### src/qts_pkg.sv
`timescale 1ns / 1ps
package qts_pkg;

   localparam int MinSpanDefault  = 66;
   localparam int FracBitsDefault = 16;
   localparam int SBits           = 30;
   localparam int CoefW           = 48;
   localparam int AccW            = 64;
   localparam int DivW            = 64;

   localparam logic signed [63:0] CoefLim = 64'sh0000_7FFF_FFFF_FFFF;
   localparam logic signed [63:0] AccLim  = 64'sh3FFF_FFFF_FFFF_FFFF;
   localparam logic signed [63:0] OutLim  = 64'sh0000_0000_7FFF_FFFF;

   typedef enum logic [1:0] {
      ST_OK      = 2'd0,
      ST_SHORT   = 2'd1,
      ST_NOSEG   = 2'd2
   } status_type;

   typedef enum logic [4:0] {
      S_IDLE,
      S_P_T2, S_P_V0T, S_P_VFT, S_P_A0T2, S_P_AFT2, S_P_B2, S_P_COMB, S_P_DONE,
      S_S_DIV, S_S_DIVW,
      S_S_HP, S_S_HV, S_S_HA,
      S_S_VDIV, S_S_VDIVW, S_S_ADIV1, S_S_ADIV1W, S_S_ADIV2, S_S_ADIV2W,
      S_OUT
   } state_type;

   function automatic logic signed [63:0] sat64(input logic signed [66:0] v,
                                                 input logic signed [63:0] lim);
      logic signed [66:0] l;
      l = 67'(lim);
      if (v > l) return lim;
      if (v < -l) return -lim;
      return v[63:0];
   endfunction

endpackage

### src/qts_div.sv
`timescale 1ns / 1ps
// shared divider: unsigned num/den, one quotient bit per cycle
module qts_div (
   input  logic        clock,
   input  logic        reset,
   input  logic        start,
   input  logic [63:0] num,
   input  logic [31:0] den,
   output logic        done,
   output logic [63:0] quot
);
   import qts_pkg::*;

   logic [63:0] q_ff, q_in;
   logic [32:0] r_ff, r_in, trial;
   logic [6:0]  cnt_ff, cnt_in;
   logic        busy_ff, busy_in, done_ff, done_in;
   logic [31:0] d_ff, d_in;

   always_comb begin
      q_in = q_ff; r_in = r_ff; cnt_in = cnt_ff; busy_in = busy_ff;
      done_in = 1'b0; d_in = d_ff;
      trial = {r_ff[31:0], q_ff[63]};
      if (start) begin
         q_in = num; r_in = '0; cnt_in = '0; busy_in = 1'b1; d_in = den;
      end else if (busy_ff) begin
         if (trial >= 33'(d_ff)) begin
            r_in = trial - 33'(d_ff);
            q_in = {q_ff[62:0], 1'b1};
         end else begin
            r_in = trial;
            q_in = {q_ff[62:0], 1'b0};
         end
         cnt_in = cnt_ff + 7'd1;
         if (cnt_ff == 7'(DivW - 1)) begin
            busy_in = 1'b0; done_in = 1'b1;
         end
      end
   end

   always_ff @(posedge clock) begin
      if (reset) begin
         busy_ff <= 1'b0; done_ff <= 1'b0;
      end else begin
         busy_ff <= busy_in; done_ff <= done_in;
      end
      q_ff <= q_in; r_ff <= r_in; cnt_ff <= cnt_in; d_ff <= d_in;
   end

   assign done = done_ff;
   assign quot = q_ff;
endmodule

### config.mk
export PLATFORM = sky130hd
export DESIGN_NAME = qts_div
export DESIGN_NICKNAME = d
export VERILOG_FILES = /design/src/qts_pkg.sv /design/src/qts_div.sv
export SDC_FILE = /design/constraint.sdc
export NUM_CORES = 1
export LEC_CHECK = 0
export CAP_MARGIN = 20
export CORE_MARGIN = 2
export CORE_UTILIZATION = 47
export DETAILED_ROUTE_END_ITERATION = 10
export DONT_BUFFER_PORTS = 1
export SLEW_MARGIN = 20
export SYNTH_ARGS = -nofsm -noshare
export SYNTH_HDL_FRONTEND = slang
export SYNTH_SLANG_ARGS = --single-unit
### constraint.sdc
create_clock -name clock -period 8.1 [get_ports clock]
set_input_delay 0.405 -clock clock [delete_from_list [all_inputs] [get_ports clock]]
set_output_delay 0.405 -clock clock [all_outputs]
set_load 0.05 [all_outputs]
* Yosys cells after proc, flatten, opt, wreduce, memory -nomap -nowiden
Cells that the tools add are included.
** Operators by class
- $add $sub $neg :: 2
- Order comparisons :: 1
- Equality and inequality tests :: 1
- Muxes and demuxes :: 8
- Bitwise logic cells :: 1
- Reduce and logical (&&, ||, !) cells :: 2
** Operators by type and width (number)
- $mux 64 :: 2
- $ge 33x32->1 :: 1
- $mux 32 :: 1
- $sub 32x32->32 :: 1
- $add 7x1->7 const B :: 1
- $eq 7x6->1 const B :: 1
- $mux 1 :: 5
- $reduce_or 3->1 :: 1
- $reduce_bool 2->1 :: 1
- $not 1->1 :: 1
** Storage, ports and cells
- Flip-flop bits (word level) :: 137
- Input port bits :: 99
- Output and inout port bits :: 65
- Word-level logic and storage cells :: 21

* Logic depth before layout (Yosys ltp)
- Word-level depth :: 4
- Mapped depth :: 12

* Least setup slack after synthesis
No wires, ideal clock.
- Path kind :: register to register
- From :: reg q_ff[63] (netlist: quot[63])
- To :: reg r_ff[28]
- Library setup time :: 0.086 ns
- Arrival :: 2.939 ns
- Data required time :: 8.014 ns
- Setup slack :: 5.075 ns
- Cell stages (with the launch flop) :: 12
- Clock period less this slack :: 3.025 ns
- Cell sequence :: edfxtp_1 -> inv_1 -> ha_1 -> fa_1 -> nor2b_1 -> o31a_1 -> a22oi_1 -> o211ai_1 -> a221oi_2 -> o211ai_1 -> mux2_2 -> a221oi_2
** Between the ends
- Word-level cells in the longest chain between the ends :: 2
- Elaborated cells on any way between the ends :: 3
- Those cells by class :: 1 x add/sub; 1 x order compare; 1 x mux
** RTL lines
- start, declared :: line qts_div.sv:14 : logic [63:0] q_ff, q_in;
- start signal, assigned :: line qts_div.sv:47 : q_ff <= q_in; r_ff <= r_in; cnt_ff <= cnt_in; d_ff <= d_in;
- $sub 32x32->32 / $ge 33x32->1 (equally long branches) :: line qts_div.sv:28, qts_div.sv:27
- $mux 32 * :: line qts_div.sv:27 : if (trial >= 33'(d_ff)) begin
- end signal, assigned :: line qts_div.sv:47
- end, declared :: line qts_div.sv:15 : logic [32:0] r_ff, r_in, trial;
Every way passes the cells marked *; elsewhere a longest branch is shown, timed or not.
A chain may end at the register's enable or synchronous reset.

* Worst setup path in the final report
Ends and elaborated chain as after synthesis.

==> reports/results.ini <==
[run_status]
status=complete, no violations

[drt]
routed_wl_mm=15.8
drc=0
drt-wirelength-per-cell_um=17.8
drt_pass1_iterations=4
postRouteAntennaNets=0
viasPerCell=5.74
vias=5103
first_iter_violations=316

[logic_synthesis]
synth_fp_nets=815
yosys-top-cells-count=edfxtp_1 (96), nand2_1 (68), mux2_2 (65)
yosysWarnings=0
synth.most_common_cell=edfxtp_1
synth_top_area_frac=0.389
synth_area_leaders=edfxtp_1 (39%), dfxtp_1 (11%), mux2_2 (9.9%)
synth_flop_cell=edfxtp_1
synth-seq-cells=137
synth_edf_count=96
ys_seq_area_frac=0.499
syn-mean-instance-area_um2=10.9
ys_types=65
synth_async_sr_flop_share=0
yosysTopAreaCell=edfxtp_1
syn_inst=682
syn_area_mm2=0.00742

[clock_network]
clk_pin_slew_worst_paths_ns=0.06
cts_tree=built
h-tree-depth=4
ctsResizeCount=0
cts_max_path_buffers=2
clk_latency_ns=0.42
ctsHoldBuffers=0
cts_buffers=17
cts_setup_buffers=0
cts_sinks=137
clockRootBuffer=clkbuf_16

[power]
power_w=0.00210
irDropWorstVdd_mv=0.181
power.density_mw_per_mm2=258
p_leak_nw=3.10

[floorplan]
core_mm2=0.0153
start_util=0.484
pin_count=164
dieArea_mm2=0.0168
fp.dieH_um=130
die_x_um=130
num_rows=45

[layout]
fillers=1410
antenna_cells=0
fin_nets=799
area_growth_pct=9.43
multi_input_area_mm2=0.00340
final_util=0.530
drive_gt1_frac=0.168
seqCellArea_mm2=0.00370
design_area_mm2=0.00812

[critical_path]
crit_path_end_kind=flip-flop
path_max_fanout=5
slowest_delay_ns=0.66
critPathArrivalTime_ns=3.77
required_ns=8.43
crit_path_start_kind=flip-flop
path_class=flip-flop to flip-flop
crit_chain=inv_1 > ha_1 > fa_1 > nor2b_1 > o31a_1 > a22oi_1 > o211ai_1 > a221oi_2 > o211ai_1 > mux2_2 > a221oi_2
cp_slowest_cell=edfxtp_1

[global_route]
top_usage_layer=met2
met2_usage=0.310
grt_pass1_vias=5140
globalRouteMet3Util=0.0822
antenna_found_initial=1
met1_usage=0.234
grt_overflow_total=0
grt_pass1_wl_mm=25.7
track_usage=0.194
grt_max_degree=133

[placed_design]
portBuffers=0
place_area_mm2=0.00753
gp_routability_congestion=0.898
dp_hpwl_mm=10.7

[job]
cap_viol_max_count=0

[sta]
hold_violations=0
holdWs_ns=0.0438
fin_worst_skew_ns=0.0102
slew_viol_final=0
slew_headroom=0.361
setup-violations-final=0
tns_ns=0
rsz0062_at_grt=false
period_minus_slack_ns=3.44
worst_pin_slew_ns=0.957
post-route-period-util=0.425
fmaxAchievable_ghz=0.290

[min_path]
hold_path_class=input port to flip-flop

## metrics by stage
stage | cells | setup WS (ns)
5_1_grt | 889 | 4.45
2_1_floorplan | 682 | 5.08
4_1_cts | 889 | 4.63
3_3_place_gp | 858 | 4.78
3_5_place_dp | 858 | 4.68
6_report | 889 | 4.66
## where the power goes
| group | leakage (nW) | switching [W] | internal [W] |
|---|---|---|---|
| clock network | 0.287 | 0.000309 | 0.000460 |
| logic | 1.52 | 0.000194 | 0.000143 |
| registers | 1.29 | 0.000162 | 0.000829 |
| total | 3.10 | 0.000665 | 0.00143 |
## state kept, by name (all words and copies together) (netlist names)
signal	count
busy_ff	1
quot	64
cnt_ff	7
d_ff	32
r_ff	32
done	1
## worst max-delay path: cells and delay by family, from the launching register on
kind                     cells  cell delay, ns
AO/OA/AOI/OAI                6            1.34
adder cells (fa/ha/maj)      2            0.68
buffers and inverters        1            0.15
flip-flops                   1            0.66
multiplexers                 1            0.36
AND/OR/NAND/NOR              1            0.17
## worst paths after layout
kind,to,depth (start not counted),startpoint,slack [ns]
max,r_ff[28],11,quot[63],4.66
min,busy_ff,1,reset,0.04
max reg2reg,r_ff[28],11,quot[63],4.66
min reg2reg,cnt_ff[6],2,cnt_ff[6],0.48
## routing by layer
metal	part of all wire	vias up
met5	0.00082	-
met4	0.014	2
met3	0.082	17
met2	0.46	165
met1	0.44	2423
li1	-	2496
## area by class of cell
class,count,share of cell area
clock buffer,17,0.0524
clock inverter,14,0.0197
inverter,40,0.0185
multi-input combinational,468,0.419
sequential,137,0.456
tap,211,0.0325
timing repair buffer,2,0.00185
## cell usage in the layout (no fill, tap or decap), types with 7 or more instances in the layout
master,n
a21o_1,11
a21oi_1,37
a311oi_1,25
clkbuf_16,17
dfxtp_1,40
edfxtp_1,96
ha_1,33
inv_1,40
mux2_2,65
nand2_1,67
nand3_1,15
nand4_1,10
nor2_1,52
o21a_1,7
o21ai_0,31
xnor2_1,13
xor2_1,11
## cell families after synthesis
logic type,Yosys count,synth area share
AOI/OAI and AO/OA,156,0.150
xor gates and xnor gates,24,0.0283
adders and majority gates,34,0.0584
buffers and inverters,77,0.0440
DFF,137,0.499
muxes,70,0.106
and+or+nand+nor,184,0.114
Note: power is estimated with default switching activity, not from simulation.
