## config.mk

```make
export PLATFORM = sky130hd
export DESIGN_NAME = qts_mul
export DESIGN_NICKNAME = d
export VERILOG_FILES = /design/src/qts_pkg.sv /design/src/qts_mul.sv
export SDC_FILE = /design/constraint.sdc
export NUM_CORES = 2
export LEC_CHECK = 0
export BUFFER_PORTS_ARGS = -buffer_cell sky130_fd_sc_hd__buf_2
export CAP_MARGIN = 20
export CORE_MARGIN = 2
export CORE_UTILIZATION = 50
export DETAILED_ROUTE_END_ITERATION = 7
export PLACE_DENSITY = 0.78
export SYNTH_ARGS = -nofsm -noshare
export SYNTH_HDL_FRONTEND = slang
export SYNTH_SLANG_ARGS = --single-unit
```

## constraint.sdc

```tcl
create_clock -name clock -period 15.9 [get_ports clock]
set_clock_uncertainty 0.2 [all_clocks]
set_input_delay 1.59 -clock clock [delete_from_list [all_inputs] [get_ports clock]]
set_output_delay 1.59 -clock clock [all_outputs]
set_load 0.02 [all_outputs]
```

## src/qts_pkg.sv

```systemverilog
`timescale 1ns / 1ps
package qts_pkg;

   localparam int MinSpanDefault  = 66;
   localparam int FracBitsDefault = 16;
   localparam int SBits           = 30;
   localparam int CoefW           = 48;
   localparam int AccW            = 64;
   localparam int DivW            = 64;

   localparam logic signed [63:0] CoefLim = 64'sh0000_7FFF_FFFF_FFFF;
   localparam logic signed [63:0] AccLim  = 64'sh3FFF_FFFF_FFFF_FFFF;
   localparam logic signed [63:0] OutLim  = 64'sh0000_0000_7FFF_FFFF;

   typedef enum logic [1:0] {
      ST_OK      = 2'd0,
      ST_SHORT   = 2'd1,
      ST_NOSEG   = 2'd2
   } status_type;

   typedef enum logic [4:0] {
      S_IDLE,
      S_P_T2, S_P_V0T, S_P_VFT, S_P_A0T2, S_P_AFT2, S_P_B2, S_P_COMB, S_P_DONE,
      S_S_DIV, S_S_DIVW,
      S_S_HP, S_S_HV, S_S_HA,
      S_S_VDIV, S_S_VDIVW, S_S_ADIV1, S_S_ADIV1W, S_S_ADIV2, S_S_ADIV2W,
      S_OUT
   } state_type;

   function automatic logic signed [63:0] sat64(input logic signed [66:0] v,
                                                 input logic signed [63:0] lim);
      logic signed [66:0] l;
      l = 67'(lim);
      if (v > l) return lim;
      if (v < -l) return -lim;
      return v[63:0];
   endfunction

endpackage

```

## src/qts_mul.sv

```systemverilog
`timescale 1ns / 1ps
// shared multiply: (|a|*|b|)>>sh, saturated to lim, signed; four 32x32 partial steps
module qts_mul (
   input  logic                clock,
   input  logic                reset,
   input  logic                start,
   input  logic signed [63:0]  a,
   input  logic signed [63:0]  b,
   input  logic [5:0]          sh,
   input  logic signed [63:0]  lim,
   output logic                done,
   output logic signed [63:0]  result
);
   import qts_pkg::*;

   logic [63:0]  ma_ff, mb_ff, ma_in, mb_in;
   logic [127:0] prod_ff, prod_in;
   logic [2:0]   step_ff, step_in;
   logic         neg_ff, neg_in, busy_ff, busy_in, done_ff, done_in;
   logic [5:0]   sh_ff, sh_in;
   logic signed [63:0] lim_ff, lim_in, res_ff, res_in;
   logic [31:0]  pa, pb;
   logic [63:0]  pp;
   logic [127:0] shifted;

   always_comb begin
      pa = step_ff[1] ? ma_ff[63:32] : ma_ff[31:0];
      pb = step_ff[0] ? mb_ff[63:32] : mb_ff[31:0];
      pp = 64'(pa) * 64'(pb);
      shifted = prod_ff >> sh_ff;
      ma_in = ma_ff; mb_in = mb_ff; prod_in = prod_ff; step_in = step_ff;
      neg_in = neg_ff; busy_in = busy_ff; done_in = 1'b0; sh_in = sh_ff;
      lim_in = lim_ff; res_in = res_ff;
      if (start) begin
         ma_in = a[63] ? 64'(-a) : 64'(a);
         mb_in = b[63] ? 64'(-b) : 64'(b);
         neg_in = a[63] ^ b[63];
         sh_in = sh; lim_in = lim; prod_in = '0; step_in = '0; busy_in = 1'b1;
      end else if (busy_ff) begin
         if (step_ff == 3'd4) begin
            busy_in = 1'b0; done_in = 1'b1;
            if (shifted[127:63] != '0 || shifted[62:0] > 63'(lim_ff))
               res_in = neg_ff ? -lim_ff : lim_ff;
            else
               res_in = neg_ff ? -$signed(shifted[63:0]) : $signed(shifted[63:0]);
         end else begin
            prod_in = prod_ff + (128'(pp) << (7'(step_ff[1]) * 7'd32 + 7'(step_ff[0]) * 7'd32));
            step_in = step_ff + 3'd1;
         end
      end
   end

   always_ff @(posedge clock) begin
      if (reset) begin
         busy_ff <= 1'b0; done_ff <= 1'b0;
      end else begin
         busy_ff <= busy_in; done_ff <= done_in;
      end
      ma_ff <= ma_in; mb_ff <= mb_in; prod_ff <= prod_in; step_ff <= step_in;
      neg_ff <= neg_in; sh_ff <= sh_in; lim_ff <= lim_in; res_ff <= res_in;
   end

   assign done = done_ff;
   assign result = res_ff;
endmodule

```

# Word level (Yosys, flattened, before mapping)
# Index checks and enable logic that the tools add are counted.
[totals]
register_bits = 396
latch_bits = 0
mem_bits_rw = 0
romBits = 0
input_bits = 201
elab_cells = 44
memories = 0
[classes]
n_addsub = 7
multipliers = 1
div = 0
n_lt_le_gt_ge = 1
eq_ne = 1
n_shift = 2
mux = 11
bitwise = 4
reduce_logical = 5
[op_table]
columns = ["op", "n"]
rows = [
  ["$neg A64 Y64", 4],
  ["$mux W64", 3],
  ["$add A128 B128 Y128", 1],
  ["$shl A64 B7 Y128", 1],
  ["$shr A128 B6 Y128", 1],
  ["$mux W63", 2],
  ["$reduce_bool A65 Y1", 1],
  ["$mul A32 B32 Y64", 1],
  ["$mux W32", 2],
  ["$gt A63 B63 Y1", 1],
  ["$add A6 B6 Y7", 1],
  ["$mux W1", 4],
  ["$add A3 B1 Y3 const B", 1],
  ["$eq A3 B3 Y1 const B", 1],
  ["$not A1 Y1", 3],
  ["$reduce_and A3 Y1", 1],
  ["$reduce_or A3 Y1", 1],
  ["$reduce_and A2 Y1", 1],
  ["$logic_or A1 B1 Y1", 1],
  ["$xor A1 B1 Y1", 1],
]

# Depth between registers and ports, before layout
[depth]
depth_word = 4
mapped_depth = 48
depth_no_buf = 42

# Worst setup path after synthesis
# No wires, ideal clock.
[synth_path]
path_kind = "reg-to-reg"
start = "register step_ff[1]"
end = "register prod_ff[96]"
arrival_ns = 11.899
setup_slack_ns = 3.672
stages_incl_launch_ff = 43
path_cell_list = "dfxtp_1 -> clkbuf_1 -> clkbuf_1 -> buf_1 -> mux2i_1 -> clkbuf_1 -> nor2_1 -> fa_1 -> fa_1 -> fa_1 -> inv_1 -> fa_1 -> inv_1 -> fa_1 -> fa_1 -> fa_1 -> fa_1 -> ha_1 -> [7 not listed] -> o41ai_1 -> a31oi_1 -> xnor2_1 -> mux2_2 -> and2_1 -> ha_1 -> a21o_1 -> o21bai_1 -> nor2_1 -> o211ai_1 -> and3b_1 -> nor3_1 -> nor3b_1 -> or3b_2 -> a21boi_0 -> o21ai_0 -> xnor2_1 -> o21ai_0"
[synth_between]
elab_chain_len = 4
word_cells_on_any_way = 8
cone_classes = "2 x add/sub; 1 x mul; 1 x eq/ne; 1 x shift; 1 x mux; 1 x bitwise; 1 x reduce/logical"
[synth_rtl]
columns = ["element", "line", "text"]
rows = [
  ["from (decl)", "qts_mul.sv:18", "logic [2:0] step_ff, step_in;"],
  ["from (signal assigned)", "qts_mul.sv:59", "ma_ff <= ma_in; mb_ff <= mb_in; prod_ff <= prod_in; step_ff <= step_in;"],
  ["$mux W32", "qts_mul.sv:27", "pa = step_ff[1] ? ma_ff[63:32] : ma_ff[31:0];"],
  ["$mul A32 B32 Y64", "qts_mul.sv:29", "pp = 64'(pa) * 64'(pb);"],
  ["$shl A64 B7 Y128", "qts_mul.sv:47", "prod_in = prod_ff + (128'(pp) << (7'(step_ff[1]) * 7'd32 + 7'(step_ff[0]) * 7'd32));"],
  ["$add A128 B128 Y128", "qts_mul.sv:47", ""],
  ["to (signal assigned)", "qts_mul.sv:59", ""],
  ["to (decl)", "qts_mul.sv:17", "logic [127:0] prod_ff, prod_in;"],
]
# Parallel ways exist; a longest one is shown, timed or not.
# A chain may end at the register's enable or synchronous reset.

# Worst setup path after layout
[layout_path]
start = "register step_ff[0]"
end = "register prod_ff[127]"
[layout_between]
elab_chain_len = 4
word_cells_on_any_way = 8
cone_classes = "2 x add/sub; 1 x mul; 1 x eq/ne; 1 x shift; 1 x mux; 1 x bitwise; 1 x reduce/logical"
[layout_rtl]
columns = ["element", "line", "text"]
rows = [
  ["$mux W32", "qts_mul.sv:28", "pb = step_ff[0] ? mb_ff[63:32] : mb_ff[31:0];"],
  ["$mul A32 B32 Y64", "qts_mul.sv:29", ""],
  ["$shl A64 B7 Y128", "qts_mul.sv:47", ""],
  ["$add A128 B128 Y128", "qts_mul.sv:47", ""],
]
# Parallel ways exist; a longest one is shown, timed or not.

==> impl_metrics.env <==
export IMPL_synthCells=8201
export IMPL_max_stage_delay_ns=0.79
export IMPL_drt_iter0_drc=7304
export IMPL_die_height_um=386
export IMPL_grt_pass1_vias=65487
export IMPL_clkSinkCount=396
export IMPL_startpoint_type="flop"
export IMPL_avgSynthCellArea_um2=8.90
export IMPL_cts_resized=0
export IMPL_period_share=0.899
export IMPL_crit_arrival_ns=14.66
export IMPL_setup_viol=0
export IMPL_synthToLayoutAreaGrowth_pct=6.81
export IMPL_synth_ff_type="edfxtp_1"
export IMPL_clockBufferDepth=3
export IMPL_synth_edf_count=263
export IMPL_synth_distinct_cells=94
export IMPL_end_kind="flop"
export IMPL_rows=140
export IMPL_die_area_mm2=0.149
export IMPL_setup_ws_ns=1.60
export IMPL_synth_seq_cells=396
export IMPL_required_ns=16.26
export IMPL_max_slew_margin=0.114
export IMPL_async_flop_share=0
export IMPL_die_width_um=386
export IMPL_layout_common_cells="998 x inv_1, 970 x nand2_1, 931 x nor2_1"
export IMPL_pin_count=266
export IMPL_cts_tree="done"
export IMPL_cts_reportedPaths_clkPinSlew_ns=0.06
export IMPL_finalHoldViolations=0
export IMPL_layout_drive_gt1_share=0.120
export IMPL_yosysWarnings=0
export IMPL_crit_family="adder cells"
export IMPL_totalWireLength_mm=282
export IMPL_place_inst=10057
export IMPL_num_vias=64852
export IMPL_maxSlewViolCount=0
export IMPL_rsz0062_at_grt="no"
export IMPL_h_tree_depth=2
export IMPL_gp_congestion=1.07
export IMPL_first_pass_iters=6
export IMPL_crit_slowest_cell="nor4b_1"
export IMPL_n_fill_cell=13020
export IMPL_tightest_slew_ns=1.32
export IMPL_drc_errors=0
export IMPL_fin_nets=9751
export IMPL_coreArea_mm2=0.145
export IMPL_fmax_mhz=69.9
export IMPL_synthesis_nets=9758
export IMPL_cts_hold_buf=0
export IMPL_placed_cell_area_mm2=0.0762
export IMPL_insertion_delay_ns=0.69
export IMPL_drv_cap=0
export IMPL_min_path_type="reg2reg"
export IMPL_root_buffer="clkbuf_16"
export IMPL_place_hpwl_mm=225
export IMPL_antenna_found_initial=5
export IMPL_crit_path_frequent_cell="fa_1"
export IMPL_avgViaCountPerCell=6.39
export IMPL_period_minus_slack_ns=14.30
export IMPL_path_buf_inv=7
export IMPL_syn_area_mm2=0.0730
export IMPL_ys_seq_area_frac=0.145
export IMPL_criticalPathCategory="reg2reg"
export IMPL_port_buffers=265
export IMPL_post_cts_buffers=0
export IMPL_grt_start_max_net_pins=132
export IMPL_grt_total_usage=0.374
export IMPL_place_ws_ns=1.92
export IMPL_postRouteAntennaNets=0
export IMPL_outcome="completed"
export IMPL_layout_commonest_cell="inv_1"
export IMPL_fin_tns_setup_ns=0
export IMPL_grt_pass1_wl_mm=414
export IMPL_wl_per_cell_um=27.8
export IMPL_start_util=0.503
export IMPL_stdcell_count=10153
export IMPL_cts_buffers=51
export IMPL_overflow=0
export IMPL_critPathMaxFanout=40
export IMPL_finalInstanceArea_mm2=0.0780
==> final timing paths <==
kind / startpoint / endpoint / slack, ns / depth (start not counted)
min reg2reg: step_ff[2] / step_ff[2] / 0.32 / 2
min: step_ff[2] / step_ff[2] / 0.32 / 2
max: step_ff[0] / prod_ff[127] / 1.60 / 41
max reg2reg: step_ff[0] / prod_ff[127] / 1.60 / 41
==> cells in the mapped netlist, types with 145 or more instances <==
master | count | area (um^2)
inv_1 | 998 | 3750
nand2_1 | 971 | 3640
nor2_1 | 933 | 3500
fa_1 | 897 | 18000
ha_1 | 459 | 5740
a21oi_1 | 433 | 2170
clkbuf_1 | 337 | 1260
xnor2_1 | 314 | 2750
o21ai_0 | 293 | 1470
edfxtp_1 | 263 | 7900
mux4_2 | 225 | 5070
mux2i_1 | 212 | 2120
mux2_2 | 151 | 1700
a21o_1 | 145 | 1090
==> cell type report <==
cell class	instances	area, um^2	share of cell area
sequential	396	10600	0.136
antenna	2	5.00	0.0000642
clock inverter	35	432	0.00554
inverter	1003	3770	0.0484
clock buffer	58	1320	0.0170
timing repair buffer	415	2490	0.0320
multi-input combinational	6327	57000	0.731
tap	1917	2400	0.0308
==> logic make-up (layout without fill, tap and decap cells) <==
family                     after synthesis  in the layout  synth area share
other                                    0              2                 0
and+or+nand+nor                       2538           2538             0.152
xor gates and xnor gates               414            414            0.0497
DFF                                    396            396             0.145
adders and majority gates             1356           1356             0.325
buffers and inverters                 1478           1511            0.0789
AOI/OAI and AO/OA                     1411           1411             0.123
muxes                                  608            608             0.128
==> registers in the layout, indices dropped and copies added, names as in the netlist <==
name and flops:
prod_ff 128, lim_ff 64, mb_ff 64, busy_ff 1, neg_ff 1, ma_ff 64, result 64, done 1
sh_ff 6, step_ff 3
==> worst reg2reg max path: cells and delay by family (launching register included) <==
kind / cells / cell delay, ns
buffers and inverters: 7 / 1.42
xor gates and xnor gates: 1 / 0.56
and+or+nand+nor: 7 / 2.12
adders and majority gates: 10 / 4.96
AOI/OAI and AO/OA: 13 / 3.38
muxes: 3 / 0.91
DFF: 1 / 0.65
==> metrics by stage <==
stage	hold slack, ns	util
6_report	0.318	0.537
2_1_floorplan	0.251	-
5_1_grt	0.358	0.537
4_1_cts	0.327	0.537
3_3_place_gp	0.294	0.524
3_5_place_dp	0.310	0.525
==> routing by layer <==
layer,part of all wire,GRT usage,vias to the layer above
li1,-,-,27795
met1,0.35,0.430,31709
met2,0.45,0.596,4106
met3,0.10,0.0869,1232
met4,0.10,0.304,10
met5,0.00025,0.000975,-
Power is not shown: default switching activity piles up to over one toggle a cycle in this logic, so the estimate is an artifact.
